**config.mk**
```make
export PLATFORM = sky130hd
export DESIGN_NAME = ascii85_stream_decoder
export DESIGN_NICKNAME = d
export VERILOG_FILES = /design/src/rtl/a85d_pkg.sv /design/src/rtl/ascii85_stream_decoder.sv
export SDC_FILE = /design/constraint.sdc
export NUM_CORES = 1
export LEC_CHECK = 0
export BUFFER_PORTS_ARGS = -buffer_cell sky130_fd_sc_hd__buf_4
export CORE_UTILIZATION = 38
export CTS_CLUSTER_DIAMETER = 200
export DETAILED_ROUTE_END_ITERATION = 12
export PLACE_DENSITY_LB_ADDON = 0.08
export SYNTH_ARGS = -nofsm -noshare
export SYNTH_HDL_FRONTEND = slang
export SYNTH_SLANG_ARGS = --single-unit
```
**constraint.sdc**
```tcl
create_clock -name clk -period 11.2 [get_ports clk]
set_input_delay 2.24 -clock clk [delete_from_list [all_inputs] [get_ports clk]]
set_output_delay 2.24 -clock clk [all_outputs]
set_load 0.01 [all_outputs]
```
**src/rtl/a85d_pkg.sv**
```systemverilog
// ----------------------------------------------------------------------------
// a85d_pkg
// Shared types, character codes and base-85 weights for the Ascii85 stream
// decoder.
// ----------------------------------------------------------------------------
`default_nettype none

package a85d_pkg;

    // Character codes
    localparam logic [7:0] CH_BANG  = 8'h21;   // '!' lowest digit
    localparam logic [7:0] CH_U     = 8'h75;   // 'u' highest digit
    localparam logic [7:0] CH_Z     = 8'h7A;   // 'z' four zero bytes
    localparam logic [7:0] CH_Y     = 8'h79;   // 'y' four space bytes
    localparam logic [7:0] CH_LT    = 8'h3C;   // '<'
    localparam logic [7:0] CH_TILDE = 8'h7E;   // '~'
    localparam logic [7:0] CH_GT    = 8'h3E;   // '>'
    localparam logic [7:0] CH_SPACE = 8'h20;
    localparam logic [7:0] CH_TAB   = 8'h09;
    localparam logic [7:0] CH_CR    = 8'h0D;

    localparam logic [31:0] SPACE_WORD = 32'h2020_2020;

    // Powers of 85 used as digit weights
    localparam int unsigned W85_4 = 85 * 85 * 85 * 85;
    localparam int unsigned W85_3 = 85 * 85 * 85;
    localparam int unsigned W85_2 = 85 * 85;
    localparam int unsigned W85_1 = 85;
    localparam int WEIGHT_W = 26;

    // Number of result slots per input item
    localparam int MAX_RESULTS = 4;
    localparam int SLOT_W      = 2;
    localparam int COUNT_W     = 3;

    // APB register map
    localparam int APB_ADDR_W = 3;
    localparam int APB_DATA_W = 32;
    localparam logic REG_REQUIRE_DELIM = 1'b0;
    localparam logic REG_IGNORE_INVALID = 1'b1;

    typedef enum logic [1:0] {
        KIND_DATA = 2'd0,
        KIND_DONE = 2'd1,
        KIND_ERR  = 2'd2
    } kind_t;

    typedef enum logic [2:0] {
        ERR_NONE        = 3'd0,
        ERR_MISSING_LT  = 3'd1,
        ERR_TILDE_NO_GT = 3'd2,
        ERR_MISSING_GT  = 3'd3,
        ERR_INVALID     = 3'd4
    } err_code_t;

    // Decoder phase, one-hot
    typedef enum logic [4:0] {
        PH_START     = 5'b00001,
        PH_SAW_LT    = 5'b00010,
        PH_BODY      = 5'b00100,
        PH_SAW_TILDE = 5'b01000,
        PH_DRAIN     = 5'b10000
    } phase_t;

    // One result slot
    typedef struct packed {
        logic [7:0] out_byte;
        kind_t      out_kind;
        err_code_t  error_code;
    } result_t;

    // Weight of the digit at a given group position (0 = most significant)
    function automatic logic [WEIGHT_W-1:0] digit_weight(input logic [2:0] pos);
        logic [WEIGHT_W-1:0] w;
        begin
            case (pos)
                3'd0:    w = WEIGHT_W'(W85_4);
                3'd1:    w = WEIGHT_W'(W85_3);
                3'd2:    w = WEIGHT_W'(W85_2);
                3'd3:    w = WEIGHT_W'(W85_1);
                default: w = WEIGHT_W'(1);
            endcase
            return w;
        end
    endfunction

endpackage

`default_nettype wire

```
**src/rtl/ascii85_stream_decoder.sv**
```systemverilog
// ----------------------------------------------------------------------------
// ascii85_stream_decoder
// Ascii85 decoder: one character or end-of-input marker per request in, one
// decoded byte, finish or error result per request out.
// ----------------------------------------------------------------------------
//
//  Channel   Dir  Handshake          Contents
//  -------   ---  ---------          --------
//  s_*       in   s_tvalid/s_tready  tdata = in_char, tlast = end_of_input
//  m_*       out  m_tvalid/m_tready  tdata = out_byte, error_code;
//                                    tuser = out_kind; tlast = last
//  APB       in   psel/penable       0x0 require_delimiters, 0x4 ignore_invalid
//
//  An input request is decoded in the cycle it is accepted and its results
//  (up to four) land in the output slot bank; one result leaves per cycle
//  while m_tready is high. The input is held until the last result of an
//  item leaves, so items with at most one result go through at one per
//  cycle while m_tready is high. Reset is asynchronous and needs no clearing
//  pass; the input stalls only while results of the previous item still wait.
//
`default_nettype none

module ascii85_stream_decoder
(
    input  wire logic        clk,
    input  wire logic        rst_n,
    // Input stream
    input  wire logic        s_tvalid,
    output logic             s_tready,
    input  wire logic [7:0]  s_tdata,    // [7:0] in_char
    input  wire logic        s_tlast,    // end_of_input
    // Output stream
    output logic             m_tvalid,
    input  wire logic        m_tready,
    output logic [15:0]      m_tdata,    // [7:0] out_byte, [10:8] error_code, zero above
    output logic [1:0]       m_tuser,    // [1:0] out_kind
    output logic             m_tlast,    // last
    // Configuration
    input  wire logic        psel,
    input  wire logic        penable,
    input  wire logic        pwrite,
    input  wire logic [a85d_pkg::APB_ADDR_W-1:0] paddr,
    input  wire logic [a85d_pkg::APB_DATA_W-1:0] pwdata,
    output logic [a85d_pkg::APB_DATA_W-1:0]      prdata,
    output logic             pready
);

    // ------------------------------------------------------------------
    // Configuration registers
    // ------------------------------------------------------------------
    logic require_delim_reg;
    logic ignore_invalid_reg;
    logic cfg_write;

    assign pready    = 1'b1;
    assign cfg_write = psel && penable && pwrite && pready;

    always_ff @(posedge clk or negedge rst_n)
    begin
        if (!rst_n)
        begin
            require_delim_reg  <= 1'b0;
            ignore_invalid_reg <= 1'b0;
        end
        else if (cfg_write)
        begin
            if (paddr[2] == a85d_pkg::REG_REQUIRE_DELIM)
                require_delim_reg <= pwdata[0];
            else
                ignore_invalid_reg <= pwdata[0];
        end
    end

    // Read back the addressed register
    always_comb
    begin
        prdata = '0;
        if (paddr[2] == a85d_pkg::REG_REQUIRE_DELIM)
            prdata[0] = require_delim_reg;
        else
            prdata[0] = ignore_invalid_reg;
    end

    // ------------------------------------------------------------------
    // Decoder state
    // ------------------------------------------------------------------
    a85d_pkg::phase_t phase_reg, phase_next;
    logic [2:0]       dcount_reg, dcount_next;
    logic [31:0]      acc_reg, acc_next;

    // Output slot bank
    a85d_pkg::result_t slot_reg [a85d_pkg::MAX_RESULTS];
    logic [a85d_pkg::COUNT_W-1:0] count_reg;
    logic [a85d_pkg::SLOT_W-1:0]  rd_reg;

    // Results of the item being accepted
    a85d_pkg::result_t res [a85d_pkg::MAX_RESULTS];
    logic [a85d_pkg::COUNT_W-1:0] res_count;

    // ------------------------------------------------------------------
    // Handshake
    // ------------------------------------------------------------------
    logic pop, pop_last, accept;

    assign m_tvalid = (count_reg != '0);
    assign pop      = m_tvalid && m_tready;
    assign pop_last = pop && ({1'b0, rd_reg} == count_reg - 1'b1);
    assign s_tready = (count_reg == '0) || pop_last;
    assign accept   = s_tvalid && s_tready;

    // ------------------------------------------------------------------
    // Datapath helpers
    // ------------------------------------------------------------------
    logic [7:0]                       ch;
    logic                             eoi;
    logic                             is_space;
    logic                             is_digit;
    logic [7:0]                       ch_off;
    logic [6:0]                       digit_val;
    logic [2:0]                       dpos;
    logic [a85d_pkg::WEIGHT_W-1:0]    wgt;
    logic [31:0]                      prod;
    logic [31:0]                      acc_sum;
    logic [31:0]                      fin_word;
    logic [2:0]                       fin_pos;

    assign ch       = s_tdata;
    assign eoi      = s_tlast;
    assign is_space = (ch == a85d_pkg::CH_SPACE) ||
                      ((ch >= a85d_pkg::CH_TAB) && (ch <= a85d_pkg::CH_CR));
    assign is_digit = (ch >= a85d_pkg::CH_BANG) && (ch <= a85d_pkg::CH_U);
    assign ch_off   = ch - a85d_pkg::CH_BANG;
    assign digit_val = ch_off[6:0];
    assign dpos     = (dcount_reg > 3'd4) ? 3'd0 : dcount_reg;
    assign wgt      = a85d_pkg::digit_weight(dpos);
    // Product wraps at 32 bits along with the accumulator
    assign prod     = 32'(digit_val) * 32'(wgt);
    assign acc_sum  = acc_reg + prod;

    // Round a partial group up by the weight of its last received digit
    assign fin_pos  = dcount_reg - 3'd1;
    assign fin_word = acc_reg + 32'(a85d_pkg::digit_weight(fin_pos));

    // ------------------------------------------------------------------
    // Decode one item
    // ------------------------------------------------------------------
    always_comb
    begin
        a85d_pkg::phase_t eff_phase;
        logic [2:0]       fcnt;

        phase_next  = phase_reg;
        dcount_next = dcount_reg;
        acc_next    = acc_reg;
        res_count   = '0;
        fcnt        = '0;
        for (int k = 0; k < a85d_pkg::MAX_RESULTS; k++)
        begin
            res[k].out_byte   = '0;
            res[k].out_kind   = a85d_pkg::KIND_DATA;
            res[k].error_code = a85d_pkg::ERR_NONE;
        end

        eff_phase = phase_reg;
        if ((phase_reg == a85d_pkg::PH_START) && !require_delim_reg)
            eff_phase = a85d_pkg::PH_BODY;

        if (phase_reg == a85d_pkg::PH_DRAIN)
        begin
            // Drop everything up to end of input, then restart
            if (eoi)
            begin
                phase_next  = a85d_pkg::PH_START;
                dcount_next = '0;
                acc_next    = '0;
            end
        end
        else if (!eoi && is_space)
        begin
            // Skip whitespace
        end
        else
        begin
            phase_next = eff_phase;
            unique case (eff_phase)
                a85d_pkg::PH_START:
                begin
                    if (eoi)
                    begin
                        res[0].out_kind   = a85d_pkg::KIND_ERR;
                        res[0].error_code = a85d_pkg::ERR_MISSING_LT;
                        res_count   = 3'd1;
                        phase_next  = a85d_pkg::PH_START;
                        dcount_next = '0;
                        acc_next    = '0;
                    end
                    else if (ch == a85d_pkg::CH_LT)
                        phase_next = a85d_pkg::PH_SAW_LT;
                end

                a85d_pkg::PH_SAW_LT:
                begin
                    if (eoi)
                    begin
                        res[0].out_kind   = a85d_pkg::KIND_ERR;
                        res[0].error_code = a85d_pkg::ERR_MISSING_LT;
                        res_count   = 3'd1;
                        phase_next  = a85d_pkg::PH_START;
                        dcount_next = '0;
                        acc_next    = '0;
                    end
                    else if (ch == a85d_pkg::CH_TILDE)
                        phase_next = a85d_pkg::PH_BODY;
                    else if (ch != a85d_pkg::CH_LT)
                        phase_next = a85d_pkg::PH_START;
                end

                a85d_pkg::PH_BODY:
                begin
                    if (eoi)
                    begin
                        if (require_delim_reg)
                        begin
                            res[0].out_kind   = a85d_pkg::KIND_ERR;
                            res[0].error_code = a85d_pkg::ERR_MISSING_GT;
                            res_count = 3'd1;
                        end
                        else
                            fcnt = 3'd1;
                        phase_next  = a85d_pkg::PH_START;
                        dcount_next = '0;
                        acc_next    = '0;
                    end
                    else if ((ch == a85d_pkg::CH_Z) && (dcount_reg == '0))
                    begin
                        res_count = 3'd4;
                    end
                    else if ((ch == a85d_pkg::CH_Y) && (dcount_reg == '0))
                    begin
                        for (int k = 0; k < a85d_pkg::MAX_RESULTS; k++)
                            res[k].out_byte = a85d_pkg::SPACE_WORD[31-8*k -: 8];
                        res_count = 3'd4;
                    end
                    else if ((ch == a85d_pkg::CH_TILDE) && require_delim_reg)
                    begin
                        phase_next = a85d_pkg::PH_SAW_TILDE;
                    end
                    else if (!is_digit)
                    begin
                        if (!ignore_invalid_reg)
                        begin
                            res[0].out_kind   = a85d_pkg::KIND_ERR;
                            res[0].error_code = a85d_pkg::ERR_INVALID;
                            res_count   = 3'd1;
                            phase_next  = a85d_pkg::PH_DRAIN;
                            dcount_next = '0;
                            acc_next    = '0;
                        end
                    end
                    else if (dpos == 3'd4)
                    begin
                        // Fifth digit completes the group
                        for (int k = 0; k < a85d_pkg::MAX_RESULTS; k++)
                            res[k].out_byte = acc_sum[31-8*k -: 8];
                        res_count   = 3'd4;
                        dcount_next = '0;
                        acc_next    = '0;
                    end
                    else
                    begin
                        acc_next    = acc_sum;
                        dcount_next = dpos + 3'd1;
                    end
                end

                a85d_pkg::PH_SAW_TILDE:
                begin
                    if (!eoi && (ch == a85d_pkg::CH_GT))
                    begin
                        fcnt        = 3'd1;
                        phase_next  = a85d_pkg::PH_DRAIN;
                        dcount_next = '0;
                        acc_next    = '0;
                    end
                    else
                    begin
                        res[0].out_kind   = a85d_pkg::KIND_ERR;
                        res[0].error_code = a85d_pkg::ERR_TILDE_NO_GT;
                        res_count   = 3'd1;
                        phase_next  = eoi ? a85d_pkg::PH_START : a85d_pkg::PH_DRAIN;
                        dcount_next = '0;
                        acc_next    = '0;
                    end
                end

                default:
                begin
                    phase_next  = a85d_pkg::PH_START;
                    dcount_next = '0;
                    acc_next    = '0;
                end
            endcase

            // Flush a partial group, then mark the stream finished
            if (fcnt != '0)
            begin
                for (int k = 0; k < a85d_pkg::MAX_RESULTS; k++)
                    res[k].out_byte = fin_word[31-8*k -: 8];
                if ((dcount_reg == '0) || (dcount_reg > 3'd4))
                begin
                    res_count = 3'd1;
                    res[0].out_byte = '0;
                    res[0].out_kind = a85d_pkg::KIND_DONE;
                end
                else
                begin
                    res_count = dcount_reg;
                    res[fin_pos[a85d_pkg::SLOT_W-1:0]].out_byte = '0;
                    res[fin_pos[a85d_pkg::SLOT_W-1:0]].out_kind = a85d_pkg::KIND_DONE;
                end
            end
        end
    end

    // ------------------------------------------------------------------
    // Advance decoder state on accept
    // ------------------------------------------------------------------
    always_ff @(posedge clk or negedge rst_n)
    begin
        if (!rst_n)
        begin
            phase_reg  <= a85d_pkg::PH_START;
            dcount_reg <= '0;
            acc_reg    <= '0;
        end
        else if (accept)
        begin
            phase_reg  <= phase_next;
            dcount_reg <= dcount_next;
            acc_reg    <= acc_next;
        end
    end

    // ------------------------------------------------------------------
    // Output slot bank: load on accept, drain one slot per request
    // ------------------------------------------------------------------
    always_ff @(posedge clk or negedge rst_n)
    begin
        if (!rst_n)
        begin
            count_reg <= '0;
            rd_reg    <= '0;
        end
        else if (accept)
        begin
            count_reg <= res_count;
            rd_reg    <= '0;
        end
        else if (pop)
        begin
            if (pop_last)
            begin
                count_reg <= '0;
                rd_reg    <= '0;
            end
            else
                rd_reg <= rd_reg + 1'b1;
        end
    end

    always_ff @(posedge clk)
    begin
        if (accept)
        begin
            for (int k = 0; k < a85d_pkg::MAX_RESULTS; k++)
                slot_reg[k] <= res[k];
        end
    end

    // Present the current slot
    a85d_pkg::result_t cur;
    assign cur     = slot_reg[rd_reg];
    assign m_tdata = {5'b0, cur.error_code, cur.out_byte};
    assign m_tuser = cur.out_kind;
    assign m_tlast = ({1'b0, rd_reg} == count_reg - 1'b1);

endmodule

`default_nettype wire

```
Yosys cells after proc, flatten, opt, wreduce, memory -nomap -nowiden
Memory sizes are Yosys's and may differ from the RTL's.
Cells that the tools add are included.
{"block": "totals", "regBits": 47, "mem_bits_rw": 52, "in_bits": 51, "output_inout_bits": 54, "mem_count": 1}
{"memory": "slot_reg", "depth": 4, "width": 13, "rd": 1, "rd_clocked_by_memory_dff": 0, "write_ports": 4, "line": "ascii85_stream_decoder.sv:92", "rtl": "a85d_pkg::result_t slot_reg [a85d_pkg::MAX_RESULTS];"}
{"block": "classes", "n_addsub": 7, "n_mul": 1, "magnitude_cmp": 7, "n_eq_ne": 27, "n_mux": 120, "n_bitwise": 2, "reduce_logical": 33}
{"op": "$mux W32", "count": 10}
{"op": "$pmux W26 S4", "count": 2}
{"op": "$mux W8", "count": 24}
{"op": "$mux W52", "count": 3}
{"op": "$mux W5", "count": 27}
{"op": "$bwmux W52", "count": 2}
{"op": "$mux W3", "count": 26}
{"op": "$pmux W32 S2", "count": 1}
{"op": "$demux W13 S2", "count": 2}
{"op": "$mux W21", "count": 2}
{"op": "$mux W42", "count": 1}
{"op": "$add A32 B26 Y32", "count": 1}
{"op": "$add A32 B32 Y32", "count": 1}
{"op": "$mul A7 B26 Y32", "count": 1}
{"op": "$eq A8 B6 Y1 const B", "count": 3}
{"op": "$eq A8 B7 Y1 const B", "count": 3}
{"op": "$pmux W5 S4", "count": 1}
{"op": "$pmux W5 S3", "count": 1}
{"op": "$logic_and A1 B1 Y1", "count": 14}
{"op": "$mux W13", "count": 1}
{"op": "$eq A3 B2 Y1 const B", "count": 4}
{"op": "$logic_not A3 Y1", "count": 4}
{"op": "$ne A4 B4 Y1 const B", "count": 3}
{"op": "$eq A5 B1 Y1 const B", "count": 2}
{"op": "other kinds (37)", "count": 58}

Logic depth before layout (Yosys ltp)
{"block": "depth", "depth_word": 21, "ltp_mapped": 27, "depth_no_buf": 27}

Worst setup path before layout
OpenSTA, ideal clock, no wires.
{"block": "synth_path", "path_kind": "input -> register", "from": "in s_tdata[0]", "to": "mem slot_reg[0][12] (netlist name), data pin", "setup_time_ns": 0.267, "arrival_time_ns": 7.494, "path_slack_ns": 3.438, "cell_stages": 20, "n_path_buf": 1, "cell_sequence": "inv_1 > ha_1 > or3b_1 > o21ai_0 > xnor2_1 > nor3_1 > fa_1 > fa_1 > fa_1 > fa_1 > ha_1 > clkbuf_1 > a21o_1 > a21oi_1 > o2111ai_1 > a211oi_1 > o31ai_1 > a221oi_1 > xnor2_1 > o22ai_1"}
{"element": "start, declared", "line": "ascii85_stream_decoder.sv:30", "rtl": "input wire logic [7:0] s_tdata,"}
{"element": "end, declared", "line": "ascii85_stream_decoder.sv:92"}

==> flow_metrics.env <==
export IMPL_wirelength_um=29900
export IMPL_largest_register_ffs=40
export IMPL_first_global_vias=8446
export IMPL_portBuffers=34
export IMPL_path_common_cell="fa_1"
export IMPL_met2_usage_pct=32.5
export IMPL_setup_tns_ns=0
export IMPL_drive_above_1_share_pct=6.38
export IMPL_cts_tree="built"
export IMPL_worstHoldPathType="reg2reg"
export IMPL_postCtsSetupBuffers=0
export IMPL_cts_inserted_buffers=9
export IMPL_synth_top_area_share_pct=17.7
export IMPL_period_share_pct=79.3
export IMPL_cp_num_buf_inv=4
export IMPL_die_h_um=172
export IMPL_arrival_ns=8.94
export IMPL_drc_errors=0
export IMPL_dp_hpwl_um=25600
export IMPL_clock_path_buffers=2
export IMPL_grt_pass1_wl_um=47600
export IMPL_yosys_area_top_type="fa_1"
export IMPL_synth_area_leaders="fa_1, ha_1, edfxtp_1, dfrtp_1, inv_1"
export IMPL_clock_sinks=87
export IMPL_diodes=0
export IMPL_critPathTopFamily="adder cells"
export IMPL_crit_fanout=7
export IMPL_drtIter0Drc=501
export IMPL_fp_dieW_um=172
export IMPL_finalNonFillerCells=1616
export IMPL_track_usage_pct=21.5
export IMPL_synthDistinctLibCells=72
export IMPL_initial_core_util_pct=39.1
export IMPL_slew_violations=0
export IMPL_cts_root_buffer="clkbuf_16"
export IMPL_synth_main_ff_cell="dfrtp_1"
export IMPL_drv_cap=0
export IMPL_status="complete, no violations"
export IMPL_async_reset_ff_share_pct=54.0
export IMPL_drtAntennaViolNets=0
export IMPL_met3_usage_pct=1.83
export IMPL_grt_antenna_before_repair=0
export IMPL_busiest_layer="met2"
export IMPL_io_pins=105
export IMPL_cts_hold_buf=0
export IMPL_cp_startpoint="s_tdata[0]"
export IMPL_path_class="in2reg"
export IMPL_synthToLayoutAreaGrowth_pct=7.30
export IMPL_critPathMaxStageDelay_ns=0.71
export IMPL_final_hold_violation_count=0
export IMPL_core_area_sq_um=28100
export IMPL_synth_most_common_cell="inv_1"
export IMPL_clk_pin_slew_ns=0.07
export IMPL_grt_max_degree=48
export IMPL_synth_warnings=0
export IMPL_post_route_min_period_ns=8.88
export IMPL_vias_per_cell=5.14
export IMPL_cp_slowest_cell="nor3_1"
export IMPL_worstPathCellList="buf_4 > inv_1 > ha_1 > or3b_1 > o21ai_0 > xnor2_1 > nor3_1 > fa_1 > fa_1 > fa_1 > inv_1 > fa_1 > inv_1 > ha_1 > a21oi_1 > o21ai_0 > o41a_1 > a22o_1 > a31oi_1 > nor3b_1 > a211oi_1 > o22ai_1"
export IMPL_grt_setup_unrepaired="false"
export IMPL_globalplace_congestion=0.950
export IMPL_rr_startpoint="dcount_reg[1]$_DFFE_PN0P_"
export IMPL_cp_start_kind="input pin"
export IMPL_synthesis_area_sq_um=11000
export IMPL_worst_pin_slew_ns=1.02
export IMPL_max_freq_mhz=113
export IMPL_rows=61
export IMPL_overflow=0
export IMPL_wl_per_cell_um=18.5
export IMPL_setup_violations=0
export IMPL_final_setup_skew_ns=0.0110
export IMPL_end_kind="flip-flop"
export IMPL_syn_instance_count=1209
export IMPL_hold_start="count_reg[1]$_DFFE_PN0P_"
export IMPL_placedCellCount=1600
export IMPL_die_area_sq_um=29600
export IMPL_vias=8304
export IMPL_synth_common_cells="inv_1, ha_1, nor2_1"
export IMPL_clkLatencyLatePin_ns=0.35
export IMPL_fin_nets=1501
export IMPL_yosys_register_bits=87
export IMPL_cts_htree_levels=3
export IMPL_first_pass_iters=5
export IMPL_post_synth_cell_area_avg_sq_um=9.09
export IMPL_final_util_pct=42.0
export IMPL_relSlewSlack_pct=32.0
export IMPL_hold_slack_ns=0.475
export IMPL_post_cts_resized=0
export IMPL_yosysSeqAreaShare_pct=21.6
export IMPL_synth_edf_count=40
export IMPL_worstPathRequired_ns=11.27
export IMPL_grtUsageMet1_pct=32.2
metrics by stage:
step / instance area [sq um] / setup slack, ns
floorplan: 11100 / 3.44
global placement: 11500 / 2.00
detailed placement: 11500 / 1.94
CTS: 11800 / 2.29
global route: 11800 / 1.88
finish: 11800 / 2.32
area by class of cell:
| type | count | area, sq um |
|---|---|---|
| inverter | 180 | 676 |
| clock buffer | 9 | 225 |
| timing repair buffer | 38 | 285 |
| clock inverter | 7 | 80.1 |
| fill | 2892 | 16300 |
| multi-input combinational | 917 | 7670 |
| sequential | 87 | 2380 |
| tap | 378 | 473 |
worst reg2reg max path: cells and delay by family (launching register included):
| family | cells | cell delay, ns |
|---|---|---|
| flops | 1 | 0.65 |
| fa+ha+maj | 6 | 2.48 |
| buf+inv | 6 | 0.49 |
| compound gates | 7 | 1.85 |
| simple gates | 6 | 1.57 |
routing by layer:
layer,part of all wire (%),wire length [um]
met3,3.9,1180
met4,2.3,680
met5,0,0
met2,43,12800
met1,51,15200
layout by cell type, fill, tap and decap left out, types with 7 or more instances in the layout:
master     synthesis  layout
and3_1             8       8
xnor2_1           47      47
edfxtp_1          40      40
a21oi_1           63      63
clkbuf_16          0       9
fa_1              97      97
nand4_1            7       7
nand2_1           89      89
nand3_1           21      21
o211ai_1           8       8
a22o_1            18      18
mux4_2             9       9
xor2_1            24      24
conb_1             2      37
a21o_1            16      16
o22ai_1           13      13
nor3b_1            7       7
buf_4             37      38
o21a_1             9       9
and2_1             9       9
o21bai_1          13      13
o21ai_0           42      42
o31ai_1            8       8
nor2_1           105     105
inv_1            180     180
o21ai_1           11      11
a22oi_1           15      15
nor3_1            16      16
ha_1             120     120
nand2b_1          18      18
dfrtp_1           46      46
a31oi_1           14      14
nor2b_1            8       8
final timing paths:
check	cells past startpoint	slack [ns]	to
worst min-delay path	2	0.47	count_reg[1]$_DFFE_PN0P_
max in group asynchronous	1	8.83	acc_reg[27]$_DFFE_PN0P_
worst max register to register	25	3.89	slot_reg[0][9]$_SDFFCE_PP0P_
worst min register to register	2	0.47	count_reg[1]$_DFFE_PN0P_
worst max-delay path	22	2.32	slot_reg[0][9]$_SDFFCE_PP0P_
min in group asynchronous	1	1.91	phase_reg[1]$_DFFE_PN0P_
logic make-up after synthesis:
group | synth area share [%]
buf+inv | 9.72
fa+ha+maj | 31.3
xor+xnor | 5.66
simple gates | 13.5
other cells | 0.0683
compound gates | 16.1
flops | 21.6
mux | 1.95
Power is left out: the tool's default activity adds up to more than one toggle a clock period on the data nets, which glitch-free logic cannot reach.
